## src/rtl/core/mbrpt_pkg.sv

```systemverilog
`timescale 1ns / 1ps
`default_nettype none
package mbrpt_pkg;

  localparam int LOOP_W       = 7;
  localparam int IN_TDATA_W   = 72;
  localparam int OUT_TDATA_W  = 128;

  localparam logic [8:0] OFF_ENTRIES = 9'h1be;
  localparam logic [8:0] OFF_SIG_END = 9'h1fe;
  localparam logic [8:0] OFF_SIG_LO  = 9'd510;
  localparam logic [8:0] OFF_SIG_HI  = 9'd511;
  localparam logic [7:0] SIG_LO_BYTE = 8'h55;
  localparam logic [7:0] SIG_HI_BYTE = 8'haa;
  localparam logic [7:0] TYPE_GPT    = 8'hee;
  localparam logic [7:0] MAX_SLICES_RST = 8'd64;

  localparam logic [1:0] REQ_START = 2'd0;
  localparam logic [1:0] REQ_BYTE  = 2'd1;
  localparam logic [1:0] REQ_FAIL  = 2'd2;

  localparam logic [1:0] KIND_SLICE = 2'd0;
  localparam logic [1:0] KIND_READ  = 2'd1;
  localparam logic [1:0] KIND_DONE  = 2'd2;

  localparam logic [1:0] STAT_OK  = 2'd0;
  localparam logic [1:0] STAT_BAD = 2'd1;
  localparam logic [1:0] STAT_GPT = 2'd2;

  typedef enum logic [2:0] {
    EM_REQ_TABLE,
    EM_REQ_LINK,
    EM_DONE,
    EM_PSLICE,
    EM_LSLICE
  } emit_sel_t;

  typedef struct packed {
    logic       start;
    logic       byte_wr;
    logic       sig_clear;
    logic       emit;
    emit_sel_t  sel;
    logic [1:0] status;
    logic [1:0] idx;
    logic       chain_sel;
    logic       link_from_entry;
    logic       loop_inc;
    logic       set_ext_flags;
  } dp_cmd_t;

  typedef struct packed {
    logic       out_free;
    logic       sig_now;
    logic       gpt;
    logic [3:0] ext_flags;
    logic [1:0] ent_nz;
    logic [1:0] ent_ext;
    logic       loop_ok;
    logic       full;
  } dp_stat_t;

  function automatic logic is_ext(input logic [7:0] t);
    return (t == 8'h05) || (t == 8'h0f) || (t == 8'h85);
  endfunction

endpackage
`default_nettype wire

```

## src/rtl/core/mbrpt_dp.sv

```systemverilog
`timescale 1ns / 1ps
`default_nettype none
module mbrpt_dp #(
  parameter int LOOP_LIMIT = 100
) (
  input  wire logic                            clk,
  input  wire logic                            rst_n,
  input  wire logic                            cfg_wr_en,
  input  wire logic [7:0]                      cfg_wr_data,
  input  wire logic [47:0]                     table_lba,
  input  wire logic [7:0]                      data_byte,
  input  wire logic [8:0]                      byte_offset,
  input  wire mbrpt_pkg::dp_cmd_t              cmd,
  output mbrpt_pkg::dp_stat_t                  stat,
  output logic                                 out_tvalid,
  input  wire logic                            out_tready,
  output logic [mbrpt_pkg::OUT_TDATA_W-1:0]    out_tdata,
  output logic [1:0]                           out_tuser,
  output logic                                 out_tlast
);
  import mbrpt_pkg::*;

  logic [7:0]        max_slices_r;
  logic [7:0]        ent_type_r  [4];
  logic [31:0]       ent_start_r [4];
  logic [31:0]       ent_size_r  [4];
  logic [31:0]       ext_start_r [4];
  logic [3:0]        ext_flags_r;
  logic              sig_lo_r;
  logic [31:0]       base_r;
  logic [32:0]       link_r;
  logic [LOOP_W-1:0] loop_r;
  logic [7:0]        slices_r;

  logic              out_valid_r;
  logic [1:0]        o_kind_r;
  logic [33:0]       o_start_r;
  logic [31:0]       o_size_r;
  logic [47:0]       o_lba_r;
  logic [7:0]        o_count_r;
  logic [1:0]        o_status_r;
  logic              o_last_r;

  logic [8:0] rel;
  logic [1:0] ent;
  logic [3:0] fld;
  logic       in_entries;

  assign rel        = byte_offset - OFF_ENTRIES;
  assign ent        = rel[5:4];
  assign fld        = rel[3:0];
  assign in_entries = (byte_offset >= OFF_ENTRIES) && (byte_offset < OFF_SIG_END);

  always_comb begin
    stat.out_free  = !out_valid_r || out_tready;
    stat.sig_now   = sig_lo_r && (data_byte == SIG_HI_BYTE);
    stat.gpt       = (ent_type_r[0] == TYPE_GPT) || (ent_type_r[1] == TYPE_GPT) ||
                     (ent_type_r[2] == TYPE_GPT) || (ent_type_r[3] == TYPE_GPT);
    stat.ext_flags = ext_flags_r;
    stat.ent_nz    = {ent_size_r[1] != 32'd0, ent_size_r[0] != 32'd0};
    stat.ent_ext   = {is_ext(ent_type_r[1]), is_ext(ent_type_r[0])};
    stat.loop_ok   = loop_r < LOOP_W'(LOOP_LIMIT);
    stat.full      = slices_r >= max_slices_r;
  end

  always_ff @(posedge clk) begin
    if (!rst_n) begin
      max_slices_r <= MAX_SLICES_RST;
      for (int i = 0; i < 4; i++) begin
        ent_type_r[i]  <= '0;
        ent_start_r[i] <= '0;
        ent_size_r[i]  <= '0;
      end
      ext_flags_r <= '0;
      sig_lo_r    <= 1'b0;
      base_r      <= '0;
      link_r      <= '0;
      loop_r      <= '0;
      slices_r    <= '0;
      out_valid_r <= 1'b0;
    end else begin
      if (cfg_wr_en) max_slices_r <= cfg_wr_data;
      if (out_valid_r && out_tready) out_valid_r <= 1'b0;

      if (cmd.start) begin
        ext_flags_r <= '0;
        loop_r      <= '0;
        slices_r    <= '0;
        sig_lo_r    <= 1'b0;
      end

      if (cmd.byte_wr) begin
        if (in_entries) begin
          if (fld == 4'd4) begin
            ent_type_r[ent] <= data_byte;
          end else if (fld[3:2] == 2'b10) begin
            ent_start_r[ent][8*fld[1:0] +: 8] <= data_byte;
          end else if (fld[3:2] == 2'b11) begin
            ent_size_r[ent][8*fld[1:0] +: 8] <= data_byte;
          end
        end else if (byte_offset == OFF_SIG_LO) begin
          sig_lo_r <= (data_byte == SIG_LO_BYTE);
        end
      end
      if (cmd.sig_clear) sig_lo_r <= 1'b0;

      if (cmd.set_ext_flags) begin
        for (int i = 0; i < 4; i++) begin
          ext_flags_r[i] <= is_ext(ent_type_r[i]);
          if (is_ext(ent_type_r[i])) ext_start_r[i] <= ent_start_r[i];
        end
      end

      if (cmd.chain_sel) begin
        base_r <= ext_start_r[cmd.idx];
        link_r <= {1'b0, ext_start_r[cmd.idx]};
        loop_r <= '0;
      end
      if (cmd.link_from_entry) link_r <= {1'b0, base_r} + {1'b0, ent_start_r[cmd.idx]};
      if (cmd.loop_inc) loop_r <= loop_r + 1'b1;

      if (cmd.emit) begin
        out_valid_r <= 1'b1;
        o_start_r   <= '0;
        o_size_r    <= '0;
        o_lba_r     <= '0;
        o_count_r   <= '0;
        o_status_r  <= STAT_OK;
        unique case (cmd.sel)
          EM_REQ_TABLE: begin
            o_kind_r <= KIND_READ;
            o_lba_r  <= table_lba;
            o_last_r <= 1'b1;
          end
          EM_REQ_LINK: begin
            o_kind_r <= KIND_READ;
            o_lba_r  <= {15'd0, link_r};
            o_last_r <= 1'b1;
          end
          EM_DONE: begin
            o_kind_r   <= KIND_DONE;
            o_count_r  <= slices_r;
            o_status_r <= cmd.status;
            o_last_r   <= 1'b1;
          end
          EM_PSLICE: begin
            o_kind_r  <= KIND_SLICE;
            o_start_r <= {2'b00, ent_start_r[cmd.idx]};
            o_size_r  <= ent_size_r[cmd.idx];
            o_last_r  <= 1'b0;
            slices_r  <= slices_r + 1'b1;
          end
          EM_LSLICE: begin
            o_kind_r  <= KIND_SLICE;
            o_start_r <= {1'b0, link_r} + {2'b00, ent_start_r[cmd.idx]};
            o_size_r  <= ent_size_r[cmd.idx];
            o_last_r  <= 1'b0;
            slices_r  <= slices_r + 1'b1;
            loop_r    <= '0;
          end
          default: o_kind_r <= KIND_DONE;
        endcase
      end
    end
  end

  assign out_tvalid = out_valid_r;
  assign out_tuser  = o_kind_r;
  assign out_tlast  = o_last_r;
  assign out_tdata  = {4'd0, o_status_r, o_count_r, o_lba_r, o_size_r, o_start_r};

endmodule
`default_nettype wire

```

## src/rtl/core/mbrpt_ctrl.sv

```systemverilog
`timescale 1ns / 1ps
`default_nettype none
module mbrpt_ctrl (
  input  wire logic                clk,
  input  wire logic                rst_n,
  input  wire logic                in_tvalid,
  output logic                     in_tready,
  input  wire logic [1:0]          req_type,
  input  wire logic [8:0]          byte_offset,
  input  wire mbrpt_pkg::dp_stat_t stat,
  output mbrpt_pkg::dp_cmd_t       cmd
);
  import mbrpt_pkg::*;

  typedef enum logic [2:0] {
    S_IN, S_EPRI, S_PSL, S_WALK, S_ELINK, S_LSL, S_LNEXT
  } state_t;

  typedef enum logic [1:0] {PH_IDLE, PH_PRI, PH_CHAIN} phase_t;

  state_t     state_r, state_nxt;
  phase_t     phase_r, phase_nxt;
  logic [2:0] i_r, i_nxt;
  logic [1:0] chain_r, chain_nxt;
  logic       have_r, have_nxt;
  logic       sig_r, sig_nxt;

  logic       found;
  logic [1:0] found_idx;
  logic [2:0] next_chain;
  logic       acc;

  assign next_chain = {1'b0, chain_r} + 3'd1;
  assign in_tready  = (state_r == S_IN) && stat.out_free;
  assign acc        = in_tvalid && in_tready;

  always_comb begin
    found     = 1'b0;
    found_idx = '0;
    for (int k = 3; k >= 0; k--) begin
      if (stat.ext_flags[k] && (3'(k) >= i_r)) begin
        found     = 1'b1;
        found_idx = 2'(k);
      end
    end
  end

  always_comb begin
    cmd       = '0;
    cmd.sel   = EM_DONE;
    state_nxt = state_r;
    phase_nxt = phase_r;
    i_nxt     = i_r;
    chain_nxt = chain_r;
    have_nxt  = have_r;
    sig_nxt   = sig_r;
    unique case (state_r)
      S_IN: begin
        if (acc) begin
          if (req_type == REQ_START) begin
            cmd.start = 1'b1;
            cmd.emit  = 1'b1;
            cmd.sel   = EM_REQ_TABLE;
            phase_nxt = PH_PRI;
            chain_nxt = '0;
          end else if (req_type == REQ_BYTE && phase_r != PH_IDLE) begin
            cmd.byte_wr = 1'b1;
            if (byte_offset == OFF_SIG_HI) begin
              cmd.sig_clear = 1'b1;
              sig_nxt       = stat.sig_now;
              i_nxt         = '0;
              state_nxt     = (phase_r == PH_PRI) ? S_EPRI : S_ELINK;
            end
          end else if (req_type == REQ_FAIL && phase_r != PH_IDLE) begin
            cmd.sig_clear = 1'b1;
            if (phase_r == PH_PRI) begin
              cmd.emit   = 1'b1;
              cmd.sel    = EM_DONE;
              cmd.status = STAT_BAD;
              phase_nxt  = PH_IDLE;
            end else begin
              i_nxt     = next_chain;
              have_nxt  = 1'b0;
              state_nxt = S_WALK;
            end
          end
        end
      end
      S_EPRI: begin
        if (!sig_r || stat.gpt) begin
          if (stat.out_free) begin
            cmd.emit   = 1'b1;
            cmd.sel    = EM_DONE;
            cmd.status = !sig_r ? STAT_BAD : STAT_GPT;
            phase_nxt  = PH_IDLE;
            state_nxt  = S_IN;
          end
        end else begin
          state_nxt = S_PSL;
        end
      end
      S_PSL: begin
        if (!i_r[2] && !stat.full) begin
          if (stat.out_free) begin
            cmd.emit = 1'b1;
            cmd.sel  = EM_PSLICE;
            cmd.idx  = i_r[1:0];
            i_nxt    = i_r + 3'd1;
          end
        end else begin
          cmd.set_ext_flags = 1'b1;
          i_nxt     = '0;
          have_nxt  = 1'b0;
          state_nxt = S_WALK;
        end
      end
      S_WALK: begin
        if (have_r && stat.loop_ok) begin
          if (stat.out_free) begin
            cmd.emit     = 1'b1;
            cmd.sel      = EM_REQ_LINK;
            cmd.loop_inc = 1'b1;
            phase_nxt    = PH_CHAIN;
            state_nxt    = S_IN;
          end
        end else if (!found) begin
          if (stat.out_free) begin
            cmd.emit   = 1'b1;
            cmd.sel    = EM_DONE;
            cmd.status = STAT_OK;
            phase_nxt  = PH_IDLE;
            state_nxt  = S_IN;
          end
        end else begin
          // load the chain of the next extended primary entry
          cmd.chain_sel = 1'b1;
          cmd.idx       = found_idx;
          chain_nxt     = found_idx;
          i_nxt         = {1'b0, found_idx} + 3'd1;
          have_nxt      = 1'b1;
        end
      end
      S_ELINK: begin
        if (!sig_r) begin
          i_nxt     = next_chain;
          have_nxt  = 1'b0;
          state_nxt = S_WALK;
        end else begin
          i_nxt     = '0;
          state_nxt = S_LSL;
        end
      end
      S_LSL: begin
        if (i_r[1]) begin
          state_nxt = S_LNEXT;
        end else if (stat.ent_nz[i_r[0]] && !stat.ent_ext[i_r[0]]) begin
          if (stat.full) begin
            i_nxt     = next_chain;
            have_nxt  = 1'b0;
            state_nxt = S_WALK;
          end else if (stat.out_free) begin
            cmd.emit = 1'b1;
            cmd.sel  = EM_LSLICE;
            cmd.idx  = {1'b0, i_r[0]};
            i_nxt    = i_r + 3'd1;
          end
        end else begin
          i_nxt = i_r + 3'd1;
        end
      end
      S_LNEXT: begin
        i_nxt     = next_chain;
        state_nxt = S_WALK;
        have_nxt  = 1'b0;
        if (stat.ent_nz[0] && stat.ent_ext[0]) begin
          cmd.link_from_entry = 1'b1;
          cmd.idx             = 2'd0;
          have_nxt            = 1'b1;
        end else if (stat.ent_nz[1] && stat.ent_ext[1]) begin
          cmd.link_from_entry = 1'b1;
          cmd.idx             = 2'd1;
          have_nxt            = 1'b1;
        end
      end
      default: state_nxt = S_IN;
    endcase
  end

  always_ff @(posedge clk) begin
    if (!rst_n) begin
      state_r <= S_IN;
      phase_r <= PH_IDLE;
      i_r     <= '0;
      chain_r <= '0;
      have_r  <= 1'b0;
      sig_r   <= 1'b0;
    end else begin
      state_r <= state_nxt;
      phase_r <= phase_nxt;
      i_r     <= i_nxt;
      chain_r <= chain_nxt;
      have_r  <= have_nxt;
      sig_r   <= sig_nxt;
    end
  end

endmodule
`default_nettype wire

```

## src/rtl/core/mbr_partition_table_parser_core.sv

```systemverilog
`timescale 1ns / 1ps
`default_nettype none
// Channel  Direction  Handshake           Payload
// in       slave      in_tvalid/tready    tuser req_type; tdata lba, byte, offset
// out      master     out_tvalid/tready   tuser result_kind; tlast last; tdata slice
// cfg      write      cfg_wr_en           cfg_wr_data = max_slices
//
// Sector bytes, start items and ignored items are taken one per cycle while the
// output is free. A read failure on the table sector is answered at its own edge;
// one on a link holds the input while the chain walk goes on. Byte 511 holds it,
// one result at most per cycle from the output register, before the next is taken.
// Synchronous active-low reset; max_slices resets to 64.
// A stalled output holds the controller and blocks input.
module mbr_partition_table_parser_core #(
  parameter int LOOP_LIMIT = 100
) (
  input  wire logic                             clk,
  input  wire logic                             rst_n,
  input  wire logic                             in_tvalid,
  output logic                                  in_tready,
  // [47:0] table_lba, [55:48] data_byte, [64:56] byte_offset
  input  wire logic [mbrpt_pkg::IN_TDATA_W-1:0] in_tdata,
  // [1:0] req_type
  input  wire logic [1:0]                       in_tuser,
  output logic                                  out_tvalid,
  input  wire logic                             out_tready,
  // [33:0] slice_start, [65:34] slice_size, [113:66] read_lba,
  // [121:114] slice_count, [123:122] status
  output logic [mbrpt_pkg::OUT_TDATA_W-1:0]     out_tdata,
  // [1:0] result_kind
  output logic [1:0]                            out_tuser,
  output logic                                  out_tlast,
  input  wire logic                             cfg_wr_en,
  input  wire logic [7:0]                       cfg_wr_data
);
  import mbrpt_pkg::*;

  dp_cmd_t  cmd;
  dp_stat_t stat;

  mbrpt_ctrl u_ctrl (
    .clk         (clk),
    .rst_n       (rst_n),
    .in_tvalid   (in_tvalid),
    .in_tready   (in_tready),
    .req_type    (in_tuser),
    .byte_offset (in_tdata[64:56]),
    .stat        (stat),
    .cmd         (cmd)
  );

  mbrpt_dp #(
    .LOOP_LIMIT (LOOP_LIMIT)
  ) u_dp (
    .clk         (clk),
    .rst_n       (rst_n),
    .cfg_wr_en   (cfg_wr_en),
    .cfg_wr_data (cfg_wr_data),
    .table_lba   (in_tdata[47:0]),
    .data_byte   (in_tdata[55:48]),
    .byte_offset (in_tdata[64:56]),
    .cmd         (cmd),
    .stat        (stat),
    .out_tvalid  (out_tvalid),
    .out_tready  (out_tready),
    .out_tdata   (out_tdata),
    .out_tuser   (out_tuser),
    .out_tlast   (out_tlast)
  );

endmodule
`default_nettype wire

```

## config.mk

```make
export PLATFORM = sky130hd
export DESIGN_NAME = mbr_partition_table_parser_core
export DESIGN_NICKNAME = d
export VERILOG_FILES = /design/src/rtl/core/mbrpt_pkg.sv /design/src/rtl/core/mbrpt_dp.sv /design/src/rtl/core/mbrpt_ctrl.sv /design/src/rtl/core/mbr_partition_table_parser_core.sv
export SDC_FILE = /design/constraint.sdc
export NUM_CORES = 1
export LEC_CHECK = 0
export BUFFER_PORTS_ARGS = -buffer_cell sky130_fd_sc_hd__buf_2
export CAP_MARGIN = 15
export CORE_ASPECT_RATIO = 0.8
export CORE_UTILIZATION = 55
export CTS_CLUSTER_SIZE = 20
export DETAILED_ROUTE_END_ITERATION = 7
export PLACE_DENSITY_LB_ADDON = 0.1
export RECOVER_POWER = 100
export SETUP_SLACK_MARGIN = 0.4
export SLEW_MARGIN = 20
export SYNTH_ARGS = -nofsm -noshare
export SYNTH_HDL_FRONTEND = slang
export SYNTH_HIERARCHICAL = 1
export SYNTH_SLANG_ARGS = --single-unit
```

## constraint.sdc

```tcl
create_clock -name clk -period 27.9 [get_ports clk]
set_input_delay 4.185 -clock clk [delete_from_list [all_inputs] [get_ports clk]]
set_output_delay 4.185 -clock clk [all_outputs]
set_load 0.02 [all_outputs]
```

==> results.yml <==
final_layout:
  area_growth_pct: 11.6
  drive_above_1_share_pct: 11.0
  diodes: 0
  fin_util_pct: 62.2
  final_area_um2: 34400
  fin_nets: 2875
logic_synthesis:
  synth.area.top_cells: "edfxtp_1, mux4_2, dfxtp_1"
  yosys.area_share.simple_pct: 14.6
  synth_area_um2: 30800
  yosysMostFrequentCell: "edfxtp_1"
  netlist_instances: 2522
  muxShareOfSynthArea_pct: 7.48
  ys.flop_type: "edfxtp_1"
  synth-compound-area-share_pct: 10.6
  async_reset_ff_share_pct: 0
  synth_top_family_by_area: "simple AND/OR/NAND/NOR gates"
  ys_seq_area_share_pct: 59.8
  yosysUniqueCellTypes: 96
  ys_ff_latch: 649
  synth_xor_area_share_pct: 1.62
  synth_area_per_cell_um2: 12.2
  synth_top_area_share_pct: 52.9
  synth_edf_count: 543
  synth-adder-area-share_pct: 3.54
  yosysTopAreaCell: "edfxtp_1"
  synth_commonest_cells: "edfxtp_1, nor2_1, nand2_1"
  ys_warn_count: 6
flow_run:
  drv_cap: 14
floorplan:
  num_rows: 77
  fp.dieArea_um2: 57000
  core-area_um2: 55300
  boundaryPins: 220
  start_util_pct: 55.7
  dieWidth_um: 267
  die_h_um: 214
drt:
  post_drt_via_cell_ratio: 6.09
  wl_per_cell_um: 22.1
  wl_um: 77500
  ant_nets: 0
  vias: 21400
  drt_iter0_markers: 2308
  dr.pass1.iters: 6
  drc_errors: 0
timing:
  clock_skew_ps: 26.7
  rsz0062_at_grt: "no"
  worstMarginPinSlew_ps: 8240
  min_period_over_period_pct: 52.4
  hold_violations: 0
  slew_violations: 621
  fin_crit_ps: 14630
  setup-violations-final: 0
  relSlewSlack_pct: -449
  fin_ws_ps: 13270
  max_freq_mhz: 68.4
  setup_tns_ps: 0
global_route:
  gr-total-overflow: 0
  antenna_found_initial: 2
  grt_pass1_vias: 20600
  track_usage_pct: 27.3
  grt_max_degree: 97
  grt_pass1_wl_um: 118000
setup_path:
  cp.required_ps: 28200
  arrival_ps: 14930
  cp_slowest_stage_delay_ps: 5750
  r2r-end: "u_dp/o_start_r[24]"
  cpMostUsedCell: "o21ai_0"
  endpoint_kind: "flip-flop"
  crit_chain: "buf_2, nand2b_1, nand2_1, o21ai_0, clkbuf_1, mux4_2, ha_1, fa_1, a211oi_1, o21bai_1, o21ai_0, a31oi_1, a221o_1, a311oi_1, xor2_1, o21ai_0"
  r2r_start: "u_dp/slices_r[0]"
  critPathSlowestCell: "clkbuf_1"
  cp-start-kind: "input port"
  crit_path_max_fanout: 96
  crit_type: "input port to flip-flop"
  rr_worst_depth: 27
  r2r_setup_slack_ps: 14730
clock_tree:
  clk_pin_slew_ps: 60
  ctsLongestPathBuffers: 3
  cts_resized: 0
  postCtsSetupBuffers: 0
  cts_tree: "done"
  cts_made_buffers: 67
  cts_root_buf: "clkbuf_16"
  cts_hold_buf: 0
  cts_max_level: 3
  clk_latency_ps: 610
  cts.sinks: 649
power_and_ir_drop:
  power.leakage_nw: 11.8
  peakVddDrop_uv: 57.9
  p_per_area_nw_per_um2: 62.5
status:
  status: "finished with violations"
  violations: "capacitance limit, slew limit"
place:
  gp_congestion: 0.920
  port_buffers: 208
  post-place-ws_ps: 18240
  place_area_um2: 32500
  hpwl_um: 53300
min_path:
  hold_depth: 0
  min-delay-start: "u_dp/ent_start_r[3][31]"
  hp-class: "flip-flop to flip-flop"
  whs_endpoint: "u_dp/ext_start_r[3][31]"
==> power by group <==
part / leakage (nW) / internal [mW] / switching [mW]
combinational: 4.63 / 0.0452 / 0.118
sequential: 6.16 / 1.09 / 0.0164
clock: 1.04 / 0.508 / 0.372
total: 11.8 / 1.64 / 0.506
==> stage by stage <==
stage          instances  power [mW]  hold slack (ps)
5_1_grt             3507        2.22              449
4_1_cts             3507        2.17              436
6_report            3507        2.15              441
3_5_place_dp        3383        1.29              429
2_1_floorplan       2525        1.23              421
3_3_place_gp        3383        1.29              425
==> layout by cell type (no fill, tap or decap), drive strengths merged, types with 30 or more instances in the layout <==
| cell type | instances |
|---|---|
| buf | 88 |
| edfxtp | 543 |
| a22o | 37 |
| mux4 | 96 |
| a21o | 49 |
| clkbuf | 236 |
| inv | 54 |
| xnor2 | 30 |
| nand2 | 263 |
| dfxtp | 106 |
| ha | 84 |
| nor2b | 53 |
| a21oi | 139 |
| nor2 | 358 |
| nand3 | 44 |
| o21ai | 99 |
| and2 | 70 |
==> metal layers <==
layer	track usage (%)	share of wire, %
met4	8.82	2.8
met5	0	0
met1	40.4	45
met2	41.1	44
met3	5.17	8.0
==> flip-flops by register name, indices dropped and copies added (netlist names), 33 cells and up <==
name              cells
u_dp/o_start_r       34
u_dp/ent_start_r    128
u_dp/ent_size_r     128
u_dp/ext_start_r    128
u_dp/o_lba_r         48
u_dp/link_r          33
==> critical path, delay by kind of cell <==
family	cells	cell delay [ps]
compound gates	8	2230
xor+xnor	1	180
fa+ha+maj	2	730
buf+inv	2	5820
mux	1	1110
simple gates	2	620
==> worst max path at each step <==
stage                              end  cells past startpoint       start  slack, ps
finish              u_dp/o_start_r[24]                     16  out_tready      13270
global route        u_dp/o_start_r[24]                     16  out_tready      11770
CTS                          in_tready                      5  out_tready      18250
detailed placement           in_tready                      5  out_tready      18240
global placement             in_tready                      5  out_tready      18270
floorplan               u_dp/out_tlast                      9  out_tready      16400
==> logic make-up (layout without fill, tap and decap cells) <==
kind of cell / Yosys count / count (layout)
buffers and inverters: 179 / 411
muxes: 110 / 110
and+or+nand+nor: 962 / 962
AOI/OAI and AO/OA: 478 / 478
adders and majority gates: 86 / 86
DFF: 649 / 649
other: 1 / 4
xor gates and xnor gates: 57 / 57
==> cell type report <==
class                           count  area, µm²
Timing Repair Buffer              236       1020
Inverter                           51        191
Fill cell                        4437      20900
Clock buffer                       88       1810
Tap cell                          750        938
Sequential cell                   649      18400
Clock inverter                     36        345
Multi-Input combinational cell   1697      11600
(Power assumes the default switching activity.)
